===== src/swlm_pkg.sv =====
// shared types, widths and codes of the sliding window load meter
package swlm_pkg;

  localparam int RING_DEPTH = 64;
  localparam int RING_AW    = $clog2(RING_DEPTH);
  localparam int CNT_W      = $clog2(RING_DEPTH + 1);
  localparam int DUR_W      = 32;
  localparam int STAMP_W    = 64;
  localparam int OP_W       = 2;
  localparam int PCT_W      = 7;
  localparam int REC_W      = 7;
  localparam int WIN_W      = 32;
  localparam int CFG_IDX_W  = 2;
  localparam int CFG_DATA_W = 32;
  localparam int SUM_W      = DUR_W + CNT_W;
  localparam int ALU_W      = SUM_W + PCT_W;
  localparam int DIVK_W     = $clog2(PCT_W);

  localparam logic [OP_W-1:0] OP_SLEEP = 2'd0;
  localparam logic [OP_W-1:0] OP_WAKE  = 2'd1;
  localparam logic [OP_W-1:0] OP_QUERY = 2'd2;

  localparam logic [CFG_IDX_W-1:0] CFG_MAX_RECORDS = 2'd0;
  localparam logic [CFG_IDX_W-1:0] CFG_MAX_WINDOW  = 2'd1;

  localparam logic [REC_W-1:0] MAX_RECORDS_RST = 7'd64;
  localparam logic [WIN_W-1:0] MAX_WINDOW_RST  = 32'd1000000;
  localparam logic [PCT_W-1:0] PCT_SCALE       = 7'd100;

  typedef struct packed {
    logic             sleep;
    logic [DUR_W-1:0] dur;
  } ring_entry_t;

  typedef struct packed {
    logic               wr_en;
    logic [RING_AW-1:0] wr_addr;
    ring_entry_t        wr_data;
    logic               rd_en;
    logic [RING_AW-1:0] rd_addr;
  } ring_req_t;

  typedef enum logic [0:0] {
    ALU_ADD,
    ALU_SUB
  } alu_op_t;

  typedef struct packed {
    logic [ALU_W-1:0] value;
    logic             borrow;
  } alu_res_t;

  typedef enum logic [3:0] {
    ST_IDLE,
    ST_SPAN,
    ST_REC,
    ST_SUM,
    ST_TOT,
    ST_DCHK,
    ST_DTOT,
    ST_DRUN,
    ST_MUL,
    ST_DIV
  } state_t;

endpackage


===== src/sliding_window_load_meter_top.sv =====
// sliding window load meter: sequencer, state registers and unit hookup
//
// Input beat: start with in_operation and in_now_usec, taken when busy is low.
// Operations: sleep event (closes a run interval), wake event (closes a sleep
// interval), load query. Operation code 3 is taken and ignored.
// Events give no result. A query gives one beat on out_load_percent, marked
// by a one-cycle out_valid strobe. The query reads every held record, then
// drops oldest records while the window or record limit is exceeded, then
// multiplies and divides; a windowed total of zero gives 0 without division.
// Its duration is set by the single ring read port (one record a cycle), the
// shared adder used for both sums and drops, and seven restoring division steps.
// busy stays high from the taken beat until the result strobe; the next beat
// may be taken in the strobe cycle. The receiver cannot stall: each result
// is shown for one cycle only.
// Configuration beats (cfg_valid, cfg_ready always high) write max_records
// at index 0 and max_window_usec at index 1, and should arrive while idle.
// Reset: ring empty, sleeping, both stamps zero, limits 64 and 1000000.
module sliding_window_load_meter_top import swlm_pkg::*; (
  input  logic                  clk,
  input  logic                  rst_n,
  input  logic                  start,
  output logic                  busy,
  input  logic [OP_W-1:0]       in_operation,
  input  logic [STAMP_W-1:0]    in_now_usec,
  output logic                  out_valid,
  output logic [PCT_W-1:0]      out_load_percent,
  input  logic                  cfg_valid,
  output logic                  cfg_ready,
  input  logic [CFG_IDX_W-1:0]  cfg_index,
  input  logic [CFG_DATA_W-1:0] cfg_data
);

  localparam logic [RING_AW:0] DEPTH_P   = (RING_AW + 1)'(RING_DEPTH);
  localparam logic [CNT_W-1:0] DEPTH_CNT = CNT_W'(RING_DEPTH);

  function automatic logic [RING_AW-1:0] ring_wrap(input logic [RING_AW:0] p);
    logic [RING_AW:0] q;
    begin
      q = (p >= DEPTH_P) ? p - DEPTH_P : p;
      return q[RING_AW-1:0];
    end
  endfunction

  state_t               state_r, state_nxt;
  logic [OP_W-1:0]      op_r, op_nxt;
  logic [STAMP_W-1:0]   now_r, now_nxt;
  logic [DUR_W-1:0]     dur_r, dur_nxt;
  logic [RING_AW-1:0]   head_r, head_nxt;
  logic [CNT_W-1:0]     count_r, count_nxt;
  logic                 sleeping_r, sleeping_nxt;
  logic [STAMP_W-1:0]   sleep_stamp_r, sleep_stamp_nxt;
  logic [STAMP_W-1:0]   wake_stamp_r, wake_stamp_nxt;
  logic [REC_W-1:0]     max_rec_r, max_rec_nxt;
  logic [WIN_W-1:0]     max_win_r, max_win_nxt;
  logic [SUM_W-1:0]     run_r, run_nxt;
  logic [SUM_W-1:0]     slp_r, slp_nxt;
  logic [SUM_W-1:0]     total_r, total_nxt;
  logic [CNT_W-1:0]     idx_r, idx_nxt;
  logic                 pend_r, pend_nxt;
  logic [ALU_W-1:0]     rem_r, rem_nxt;
  logic [PCT_W-1:0]     quo_r, quo_nxt;
  logic [DIVK_W-1:0]    div_k_r, div_k_nxt;
  logic                 out_valid_r, out_valid_nxt;
  logic [PCT_W-1:0]     out_load_r, out_load_nxt;

  ring_req_t            ring_req;
  ring_entry_t          rd_data;
  alu_op_t              alu_op;
  logic [ALU_W-1:0]     alu_a, alu_b;
  alu_res_t             alu_res;

  logic [CNT_W-1:0]     lim;
  logic [STAMP_W-1:0]   stamp_sel;
  logic [STAMP_W:0]     sdiff;
  logic [DUR_W-1:0]     span_dur;
  logic [RING_AW-1:0]   head_inc;
  logic [RING_AW-1:0]   rec_addr;
  logic                 ring_full;
  logic                 cnt_over;
  logic [PCT_W-1:0]     quo_set;

  swlm_ring u_ring (
    .clk     (clk),
    .req     (ring_req),
    .rd_data (rd_data)
  );

  swlm_alu u_alu (
    .op  (alu_op),
    .a   (alu_a),
    .b   (alu_b),
    .res (alu_res)
  );

  // record limit clamps to the ring depth
  always_comb begin
    if (int'(max_rec_r) > RING_DEPTH) begin
      lim = DEPTH_CNT;
    end else begin
      lim = CNT_W'(max_rec_r);
    end
  end

  always_comb begin
    case (op_r)
      OP_SLEEP: stamp_sel = wake_stamp_r;
      OP_WAKE:  stamp_sel = sleep_stamp_r;
      default:  stamp_sel = sleeping_r ? sleep_stamp_r : wake_stamp_r;
    endcase
  end

  // backwards time gives zero, long spans saturate
  assign sdiff    = {1'b0, now_r} - {1'b0, stamp_sel};
  assign span_dur = sdiff[STAMP_W] ? '0 :
                    (|sdiff[STAMP_W-1:DUR_W]) ? '1 : sdiff[DUR_W-1:0];

  assign head_inc  = ring_wrap({1'b0, head_r} + (RING_AW + 1)'(1));
  assign ring_full = (count_r == DEPTH_CNT);
  assign rec_addr  = ring_full ? head_r :
                     ring_wrap({1'b0, head_r} + (RING_AW + 1)'(count_r));
  assign cnt_over  = ((CNT_W + 1)'(count_r) + (CNT_W + 1)'(1)) > (CNT_W + 1)'(lim);
  assign quo_set   = quo_r | (PCT_W'(1) << div_k_r);

  always_comb begin
    state_nxt       = state_r;
    op_nxt          = op_r;
    now_nxt         = now_r;
    dur_nxt         = dur_r;
    head_nxt        = head_r;
    count_nxt       = count_r;
    sleeping_nxt    = sleeping_r;
    sleep_stamp_nxt = sleep_stamp_r;
    wake_stamp_nxt  = wake_stamp_r;
    max_rec_nxt     = max_rec_r;
    max_win_nxt     = max_win_r;
    run_nxt         = run_r;
    slp_nxt         = slp_r;
    total_nxt       = total_r;
    idx_nxt         = idx_r;
    pend_nxt        = pend_r;
    rem_nxt         = rem_r;
    quo_nxt         = quo_r;
    div_k_nxt       = div_k_r;
    out_valid_nxt   = 1'b0;
    out_load_nxt    = out_load_r;
    ring_req        = '0;
    alu_op          = ALU_ADD;
    alu_a           = '0;
    alu_b           = '0;

    if (cfg_valid && cfg_ready) begin
      case (cfg_index)
        CFG_MAX_RECORDS: max_rec_nxt = cfg_data[REC_W-1:0];
        CFG_MAX_WINDOW:  max_win_nxt = cfg_data[WIN_W-1:0];
        default: ;
      endcase
    end

    case (state_r)
      ST_IDLE: begin
        if (start) begin
          op_nxt    = in_operation;
          now_nxt   = in_now_usec;
          state_nxt = ST_SPAN;
        end
      end
      ST_SPAN: begin
        dur_nxt = span_dur;
        case (op_r)
          OP_SLEEP, OP_WAKE: state_nxt = ST_REC;
          OP_QUERY: begin
            // open interval seeds the matching sum
            run_nxt   = sleeping_r ? '0 : SUM_W'(span_dur);
            slp_nxt   = sleeping_r ? SUM_W'(span_dur) : '0;
            idx_nxt   = '0;
            pend_nxt  = 1'b0;
            state_nxt = ST_SUM;
          end
          default: state_nxt = ST_IDLE;
        endcase
      end
      ST_REC: begin
        ring_req.wr_en         = 1'b1;
        ring_req.wr_addr       = rec_addr;
        ring_req.wr_data.sleep = (op_r == OP_WAKE);
        ring_req.wr_data.dur   = dur_r;
        // a full ring overwrites the oldest, otherwise one drop past the limit
        if (ring_full || cnt_over) begin
          head_nxt = head_inc;
        end else begin
          count_nxt = count_r + CNT_W'(1);
        end
        if (op_r == OP_SLEEP) begin
          sleeping_nxt    = 1'b1;
          sleep_stamp_nxt = now_r;
        end else begin
          sleeping_nxt   = 1'b0;
          wake_stamp_nxt = now_r;
        end
        state_nxt = ST_IDLE;
      end
      ST_SUM: begin
        // read issued last cycle lands now
        if (pend_r) begin
          alu_op = ALU_ADD;
          alu_a  = ALU_W'(rd_data.sleep ? slp_r : run_r);
          alu_b  = ALU_W'(rd_data.dur);
          if (rd_data.sleep) begin
            slp_nxt = alu_res.value[SUM_W-1:0];
          end else begin
            run_nxt = alu_res.value[SUM_W-1:0];
          end
        end
        if (idx_r < count_r) begin
          ring_req.rd_en   = 1'b1;
          ring_req.rd_addr = ring_wrap({1'b0, head_r} + (RING_AW + 1)'(idx_r));
          idx_nxt          = idx_r + CNT_W'(1);
          pend_nxt         = 1'b1;
        end else begin
          pend_nxt = 1'b0;
          if (!pend_r) begin
            state_nxt = ST_TOT;
          end
        end
      end
      ST_TOT: begin
        alu_op    = ALU_ADD;
        alu_a     = ALU_W'(run_r);
        alu_b     = ALU_W'(slp_r);
        total_nxt = alu_res.value[SUM_W-1:0];
        state_nxt = ST_DCHK;
      end
      ST_DCHK: begin
        // oldest record is fetched ahead of the decision
        ring_req.rd_en   = 1'b1;
        ring_req.rd_addr = head_r;
        if (count_r != '0 && (total_r > SUM_W'(max_win_r) || count_r > lim)) begin
          state_nxt = ST_DTOT;
        end else if (total_r == '0) begin
          out_valid_nxt = 1'b1;
          out_load_nxt  = '0;
          state_nxt     = ST_IDLE;
        end else begin
          state_nxt = ST_MUL;
        end
      end
      ST_DTOT: begin
        alu_op    = ALU_SUB;
        alu_a     = ALU_W'(total_r);
        alu_b     = ALU_W'(rd_data.dur);
        total_nxt = alu_res.value[SUM_W-1:0];
        state_nxt = ST_DRUN;
      end
      ST_DRUN: begin
        if (!rd_data.sleep) begin
          alu_op  = ALU_SUB;
          alu_a   = ALU_W'(run_r);
          alu_b   = ALU_W'(rd_data.dur);
          run_nxt = alu_res.value[SUM_W-1:0];
        end
        head_nxt  = head_inc;
        count_nxt = count_r - CNT_W'(1);
        state_nxt = ST_DCHK;
      end
      ST_MUL: begin
        rem_nxt   = ALU_W'(run_r) * ALU_W'(PCT_SCALE);
        quo_nxt   = '0;
        div_k_nxt = DIVK_W'(PCT_W - 1);
        state_nxt = ST_DIV;
      end
      ST_DIV: begin
        // restoring step: quotient never reaches 128 since run <= total
        alu_op = ALU_SUB;
        alu_a  = rem_r;
        alu_b  = ALU_W'(total_r) << div_k_r;
        if (!alu_res.borrow) begin
          rem_nxt = alu_res.value;
          quo_nxt = quo_set;
        end
        if (div_k_r == '0) begin
          out_valid_nxt = 1'b1;
          out_load_nxt  = alu_res.borrow ? quo_r : quo_set;
          state_nxt     = ST_IDLE;
        end else begin
          div_k_nxt = div_k_r - DIVK_W'(1);
        end
      end
      default: state_nxt = ST_IDLE;
    endcase
  end

  always_ff @(posedge clk) begin
    if (!rst_n) begin
      state_r       <= ST_IDLE;
      head_r        <= '0;
      count_r       <= '0;
      sleeping_r    <= 1'b1;
      sleep_stamp_r <= '0;
      wake_stamp_r  <= '0;
      max_rec_r     <= MAX_RECORDS_RST;
      max_win_r     <= MAX_WINDOW_RST;
      pend_r        <= 1'b0;
      out_valid_r   <= 1'b0;
    end else begin
      state_r       <= state_nxt;
      head_r        <= head_nxt;
      count_r       <= count_nxt;
      sleeping_r    <= sleeping_nxt;
      sleep_stamp_r <= sleep_stamp_nxt;
      wake_stamp_r  <= wake_stamp_nxt;
      max_rec_r     <= max_rec_nxt;
      max_win_r     <= max_win_nxt;
      pend_r        <= pend_nxt;
      out_valid_r   <= out_valid_nxt;
    end
  end

  always_ff @(posedge clk) begin
    op_r       <= op_nxt;
    now_r      <= now_nxt;
    dur_r      <= dur_nxt;
    run_r      <= run_nxt;
    slp_r      <= slp_nxt;
    total_r    <= total_nxt;
    idx_r      <= idx_nxt;
    rem_r      <= rem_nxt;
    quo_r      <= quo_nxt;
    div_k_r    <= div_k_nxt;
    out_load_r <= out_load_nxt;
  end

  assign busy             = (state_r != ST_IDLE);
  assign cfg_ready        = 1'b1;
  assign out_valid        = out_valid_r;
  assign out_load_percent = out_load_r;

endmodule


===== src/swlm_ring.sv =====
// interval record memory: one write port, one registered read port
module swlm_ring import swlm_pkg::*; (
  input  logic        clk,
  input  ring_req_t   req,
  output ring_entry_t rd_data
);

  ring_entry_t mem [RING_DEPTH];
  ring_entry_t rd_data_r;

  always_ff @(posedge clk) begin
    if (req.wr_en) begin
      mem[req.wr_addr] <= req.wr_data;
    end
  end

  // read data holds while no read is issued
  always_ff @(posedge clk) begin
    if (req.rd_en) begin
      rd_data_r <= mem[req.rd_addr];
    end
  end

  assign rd_data = rd_data_r;

endmodule


===== src/swlm_alu.sv =====
// shared add/subtract unit with borrow out, used for sums, drops and division
module swlm_alu import swlm_pkg::*; (
  input  alu_op_t          op,
  input  logic [ALU_W-1:0] a,
  input  logic [ALU_W-1:0] b,
  output alu_res_t         res
);

  logic [ALU_W:0] full;

  always_comb begin
    case (op)
      ALU_ADD: full = {1'b0, a} + {1'b0, b};
      ALU_SUB: full = {1'b0, a} - {1'b0, b};
      default: full = {1'b0, a} + {1'b0, b};
    endcase
  end

  assign res.value  = full[ALU_W-1:0];
  assign res.borrow = full[ALU_W];

endmodule


===== config.mk =====
export PLATFORM = sky130hd
export DESIGN_NAME = sliding_window_load_meter_top
export DESIGN_NICKNAME = d
export VERILOG_FILES = /design/src/swlm_pkg.sv /design/src/sliding_window_load_meter_top.sv /design/src/swlm_ring.sv /design/src/swlm_alu.sv
export SDC_FILE = /design/constraint.sdc
export NUM_CORES = 2
export LEC_CHECK = 0
export ABC_AREA = 0
export BUFFER_PORTS_ARGS = -buffer_cell sky130_fd_sc_hd__buf_2
export CORE_MARGIN = 2
export CORE_UTILIZATION = 40
export CTS_BUF_LIST = sky130_fd_sc_hd__clkbuf_8
export CTS_CLUSTER_DIAMETER = 60
export DETAILED_ROUTE_END_ITERATION = 6
export PLACE_DENSITY = 0.55
export SETUP_SLACK_MARGIN = 0.02
export SYNTH_ARGS = -nofsm -noshare
export SYNTH_HDL_FRONTEND = slang
export SYNTH_SLANG_ARGS = --single-unit

===== constraint.sdc =====
create_clock -name clk -period 12.75 [get_ports clk]
set_input_delay 1.275 -clock clk [delete_from_list [all_inputs] [get_ports clk]]
set_output_delay 1.275 -clock clk [all_outputs]
set_load 0.005 [all_outputs]

[Word level (Yosys, flattened, before mapping)]
Memory sizes are Yosys's and may differ from the RTL's. A register that Yosys moved wholly into a read port is not among the register bits.
Index checks and enable logic that the tools add are counted.
Storage, ports and cells
  register bits after elaboration: 472
  bits in writable memories: 2112
  input bits: 104
  output and inout bits: 10
  memories: 1
Operators by class
  add/subtract/negate cells: 14
  multiply operators: 1
  $lt $le $gt $ge: 8
  equal/unequal tests: 27
  shift operators: 2
  mux-type cells: 67
  bitwise gates (word level): 3
  reduce and logical (&&, ||, !) cells: 35
Memory list
  u_ring.mem: depth 64, bits a word 33, read ports 1, clocked after memory_dff 1, write ports 1, RTL line swlm_ring.sv:8  | ring_entry_t mem [RING_DEPTH];
Operators by type and width (number)
  46-bit one-hot mux with 5 select lines: 2
  39-bit two-way mux: 9
  32-bit two-way mux: 6
  64-bit one-hot mux with 2 select lines: 1
  39-bit one-hot mux with 3 select lines: 1
  47-bit one-hot mux with 2 select lines: 1
  46-bit one-hot mux with 2 select lines: 1
  39-bit one-hot mux with 2 select lines: 1
  7-bit one-hot mux with 2 select lines: 5
  64-bit by 64-bit subtractor with 65-bit output: 1
  64-bit two-way mux: 1
  7-bit two-way mux: 9
  46-bit by 46-bit adder with 47-bit output: 1
  46-bit by 46-bit subtractor with 47-bit output: 1
  46-bit two-way mux: 1
  39-bit by 3-bit left shift with 46-bit output: 1
  39-bit by 5-bit multiplier with 44-bit output, second input constant: 1
  40-bit two-way mux: 1
  39-bit by 32-bit greater-than comparator with 1-bit output: 1
  39-bit logical NOT: 1
  4-bit one-hot mux with 8 select lines: 1
  32-bit OR reduction: 1
  6-bit two-way mux: 5
  2-bit inequality test, second input constant: 13
  43 further kinds: 91

[Longest topological paths before layout]
  word-level depth: 9
  depth in mapped cells: 30
  gate-level depth less buffers: 26

[By module]
Synthesis repeated with hierarchy kept, for this count alone.
Second synthesis, totals
  cells, all modules: 7699
  area total of the unflattened synthesis: 117348.8 um^2
By module, submodules not included
  swlm_ring: instances 1, cells each 3598, area each 81516.9 um^2, seq. area each 64411.8 um^2
  sliding_window_load_meter_top: instances 1, cells each 3539, area each 32124.6 um^2, seq. area each 12301.8 um^2
  swlm_alu: instances 1, cells each 562, area each 3707.3 um^2, seq. area each 0.0 um^2

[Worst setup path before layout]
No wires, ideal clock.
  kind: reg-to-reg
  start: register div_k_r[0]
  end: register rem_r[0], enable pin
  library setup time: 465 ps
  arrival: 7637 ps
  data required time: 12285 ps
  path slack: 4648 ps
  cell stages (with the launch flop): 28
  path buffers: 4
  period minus slack after synthesis: 8102 ps
  cells stage by stage: edfxtp_1 > buf_2 > buf_6 > buf_6 > mux4_2 > a221o_1 > nor3_2 > nand3_1 > nor4_2 > nand3_1 > nor4_2 > and4_1 > and2_2 > nor2_1 > xnor2_1 > ha_1 > nand2_1 > nor2_1 > nand3_1 > a21oi_1 > o21ai_0 > o31ai_1 > nand3_1 > a31oi_1 > or2_2 > clkbuf_1 > inv_1 > a21oi_1
Between the ends
  longest elaborated chain between the ends: 6
Ends and longest elaborated chain
  start: declaration: RTL line sliding_window_load_meter_top.sv:62  | logic [DIVK_W-1:0] div_k_r, div_k_nxt;
  start signal: assignment: RTL line sliding_window_load_meter_top.sv:328  | div_k_r <= div_k_nxt;
  39-bit by 3-bit left shift with 46-bit output (*): RTL line sliding_window_load_meter_top.sv:275  | alu_b = ALU_W'(total_r) << div_k_r;
  46-bit one-hot mux with 5 select lines (*): RTL line sliding_window_load_meter_top.sv:159  | case (state_r)
  46-bit by 46-bit subtractor with 47-bit output or 46-bit by 46-bit adder with 47-bit output (tied branches)
  47-bit one-hot mux with 2 select lines (*): RTL line swlm_alu.sv:12  | case (op)
  2-bit inequality test (no line) (*)
  2-bit AND reduction (no line) (*)
  end signal: assignment: RTL line sliding_window_load_meter_top.sv:326  | rem_r <= rem_nxt;
  end: declaration: RTL line sliding_window_load_meter_top.sv:60  | logic [ALU_W-1:0] rem_r, rem_nxt;
Mark *: on every way between the ends. The rest lies on a longest branch, timed or not.
A chain may end at the register's enable or synchronous reset.

[Worst setup path in the final report]
  start: register u_ring.rd_data[32] (netlist name)
  end: register rem_r[24], enable pin
Between the ends
  longest elaborated chain between the ends: 7
Ends and longest elaborated chain
  39-bit two-way mux: RTL line sliding_window_load_meter_top.sv:206  | alu_a = ALU_W'(rd_data.sleep ? slp_r : run_r);
  39-bit two-way mux: RTL line sliding_window_load_meter_top.sv:204  | if (pend_r) begin
  46-bit one-hot mux with 5 select lines: RTL line sliding_window_load_meter_top.sv:159
  46-bit by 46-bit subtractor with 47-bit output or 46-bit by 46-bit adder with 47-bit output (tied branches)
  47-bit one-hot mux with 2 select lines (*): RTL line swlm_alu.sv:12
  2-bit inequality test (no line) (*)
  2-bit AND reduction (no line) (*)
Marks and branches as above.

==> metrics.md <==
| Metric | Value |
|---|---|
| Status | complete, no violations |
| Leakage | 0.0466 µW |
| Met1 usage | 0.323 |
| Netlist cell types | 92 |
| GPL Wtd Cong | 0.911 |
| Hold Crit Start | sleep_stamp_r[28] |
| I/O Pins | 114 |
| Vias in the first global route | 77500 |
| Row count | 199 |
| CTS Buffer Depth | 4 |
| CP endpoint kind | register |
| Setup Total Neg Slack | 0 ps |
| Family with the most delay on the worst path | compound AO/OA/AOI/OAI gates |
| RR Endpoint | rem_r[24] |
| Core area | 294000 µm² |
| Synth top area share | 0.619 |
| Final Cell Area | 132000 µm² |
| Post-CTS Resized | 0 |
| CTS H-tree depth | 5 |
| TritonRoute pass-1 iters | 6 |
| Met2 Use GR | 0.400 |
| Commonest cells in the netlist | edfxtp_1, nand2_1, a21oi_1 |
| Worst-Skew Late Latency | 1080 ps |
| Post-DP HPWL | 218 mm |
| Net count after synthesis | 9485 |
| Crit start category | register |
| FF-to-FF setup slack | 4380 ps |
| Slew HR | 0.0921 |
| Synth Warn # | 0 |
| Yosys top cell by area | edfxtp_1 |
| Fmax | 119 MHz |
| Syn Area/Cell | 13.0 µm² |
| RSZ-0062 raised after global routing | false |
| Die height | 547 µm |
| Layer with the highest usage | met2 |
| Critical Path RT | 13360 ps |
| Sequential area share after synthesis | 0.651 |
| CTS sink cnt | 2617 |
| CP max stage cell | edfxtp_1 |
| IO buf count | 112 |
| Die X | 547 µm |
| Area post-placement | 124000 µm² |
| PnR worst setup slack | 4380 ps |
| Met3 Use GR | 0.0305 |
| Slew @ Worst Pin | 1350 ps |
| Global-route wire length before repair | 535 mm |
| Critical Path Most Common Cell | nand3_1 |
| Cells after synthesis | 9034 |
| # setup viols final | 0 |
| Initial Util | 0.401 |
| Most frequent cell after synthesis | edfxtp_1 |
| Worst slack, placed | 4470 ps |
| #FFs+latches synth | 2617 |
| Max Cap Viol | 0 |
| Congestion Overflow GR | 0 |
| Die area | 299000 µm² |
| Nets | 9726 |
| Drt drc | 0 |
| Largest net degree at the start of global routing | 112 |
| Drt total wl | 372 mm |
| Hold Crit Endpoint | sleep_stamp_r[28] |
| Buf/Inv on CP | 4 |
| PD cells | 147 nW/µm² |
| DR WL/cell | 27.5 µm |
| Hold Worst Slack | 453 ps |
| Post-synth top flop | edfxtp_1 |
| Fin. Hold Viols | 0 |
| # Post-CTS Setup Buffers | 0 |
| Reg2reg start | u_ring.rd_data[32] |
| Crit path kind | reg -> reg |
| Peak supply drop | 94.5 µV |
| Top cells by area, synth | edfxtp_1, nand2_1, mux4_2, ha_1, dfxtp_1 |
| Worst-case reg-to-reg path depth | 27 |
| Post-synth EDFFs | 2430 |
| Slew Limit Fails | 0 |
| Inserted Clock Buffers | 431 |
| Crit path max fanout | 30 |
| Post-cts hold buffer count | 0 |
| Min Tclk post-route | 8370 ps |
| Worst Hold Depth | 2 |
| Crit path DAT | 8980 ps |
| Worst path max stage delay | 990 ps |
| Vias post-DR | 78300 |
| Layout area overhead | 11.8% |
| Initial antenna violation count | 18 |
| Worst setup path start | u_ring.rd_data[32] |
| Layout cells sized above 1 | 0.131 |
| Post-DRT Antenna Nets | 0 |
| Total track usage | 0.243 |
| Initial DRC Count | 8581 |
| Async SR Flop Fraction | 0 |
| Hold WC Path Type | reg -> reg |
| CTS tree | built |
| Via-to-Cell Ratio | 5.78 |
| Post-route total power | 19400 µW |
| Tcrit/Tclk final | 0.656 |
| Clock transition at the registers of the reported paths | 60 ps |
| CTS root buffer | clkbuf_8 |
| Final worst clock skew | 143 ps |
| Post-synthesis cell area | 118000 µm² |
==> per-layer routing <==
layer / part of all wire / vias up
li1: - / 34700
met1: 0.41 / 39700
met2: 0.48 / 3282
met3: 0.066 / 634
met4: 0.046 / 0
met5: 0 / -
==> sequential cells by signal, summed over array words and instances, names as in the netlist, 2 cells and up <==
name / flops
state_r: 4
slp_r: 39
wake_stamp_r: 64
op_r: 2
idx_r: 7
total_r: 39
quo_r: 7
rem_r: 46
sleep_stamp_r: 64
max_win_r: 32
out_load_percent: 7
u_ring.rd_data: 33
dur_r: 32
head_r: 6
div_k_r: 3
now_r: 64
max_rec_r: 7
run_r: 39
count_r: 7
u_ring.mem: 2112
==> cells by family (layout without fill, tap and decap cells) <==
family | count (synthesis) | after routing | synth area share
simple gates | 2854 | 2854 | 0.106
flops | 2617 | 2617 | 0.651
compound gates | 1700 | 1700 | 0.0949
buf+inv | 807 | 1383 | 0.0264
mux | 524 | 524 | 0.0686
fa+ha+maj | 347 | 347 | 0.0393
xor+xnor | 184 | 184 | 0.0137
other cells | 1 | 11 | 0.0000318
==> cell type report <==
type / count / area, µm²
Antenna cell: 10 / 25.0
Clock buffer: 440 / 6060
Clock inverter: 328 / 1710
Fill cell: 26600 / 162000
Inverter: 287 / 1080
Multi-Input combinational cell: 5610 / 38900
Sequential cell: 2617 / 76700
Tap cell: 3919 / 4900
Timing Repair Buffer: 328 / 2310
==> tightest hold or removal path, delay by kind of cell, from the launching register on <==
family,cells,cell delay [ps]
AO/OA/AOI/OAI,1,50
flip-flops,1,310
AND/OR/NAND/NOR,1,50
==> cell usage in the layout, fill, tap and decap left out, types with 151 or more instances in the layout <==
master	n
clkbuf_8	440
nand2_1	1584
buf_4	206
mux4_2	226
mux2i_1	290
a32oi_1	151
inv_1	447
dfxtp_1	187
a21oi_1	561
nor2_1	258
edfxtp_1	2430
o21ai_0	211
nand3_1	512
ha_1	308
a211oi_1	155
==> stage by stage <==
stage,std cells,utilization
4_1_cts,13500,0.449
3_5_place_dp,12800,0.422
6_report,13500,0.449
3_3_place_gp,12800,0.422
2_1_floorplan,9034,-
5_1_grt,13500,0.449
==> how the worst max path moves through the flow <==
stage                endpoint  slack, ps  depth (start not counted)
floorplan            rem_r[0]       4650                         27
detailed placement  rem_r[32]       4470                         27
global route        rem_r[30]       3820                         27
global placement    rem_r[31]       4410                         27
CTS                 rem_r[33]       4450                         27
finish              rem_r[24]       4380                         27
==> report_power, final <==
group	leakage (µW)	switching [µW]	internal, µW
clock	0.00456	3390	3390
sequential	0.0251	102	9640
combinational	0.0169	1900	927
No activity file was read; power rests on OpenSTA's default activity.
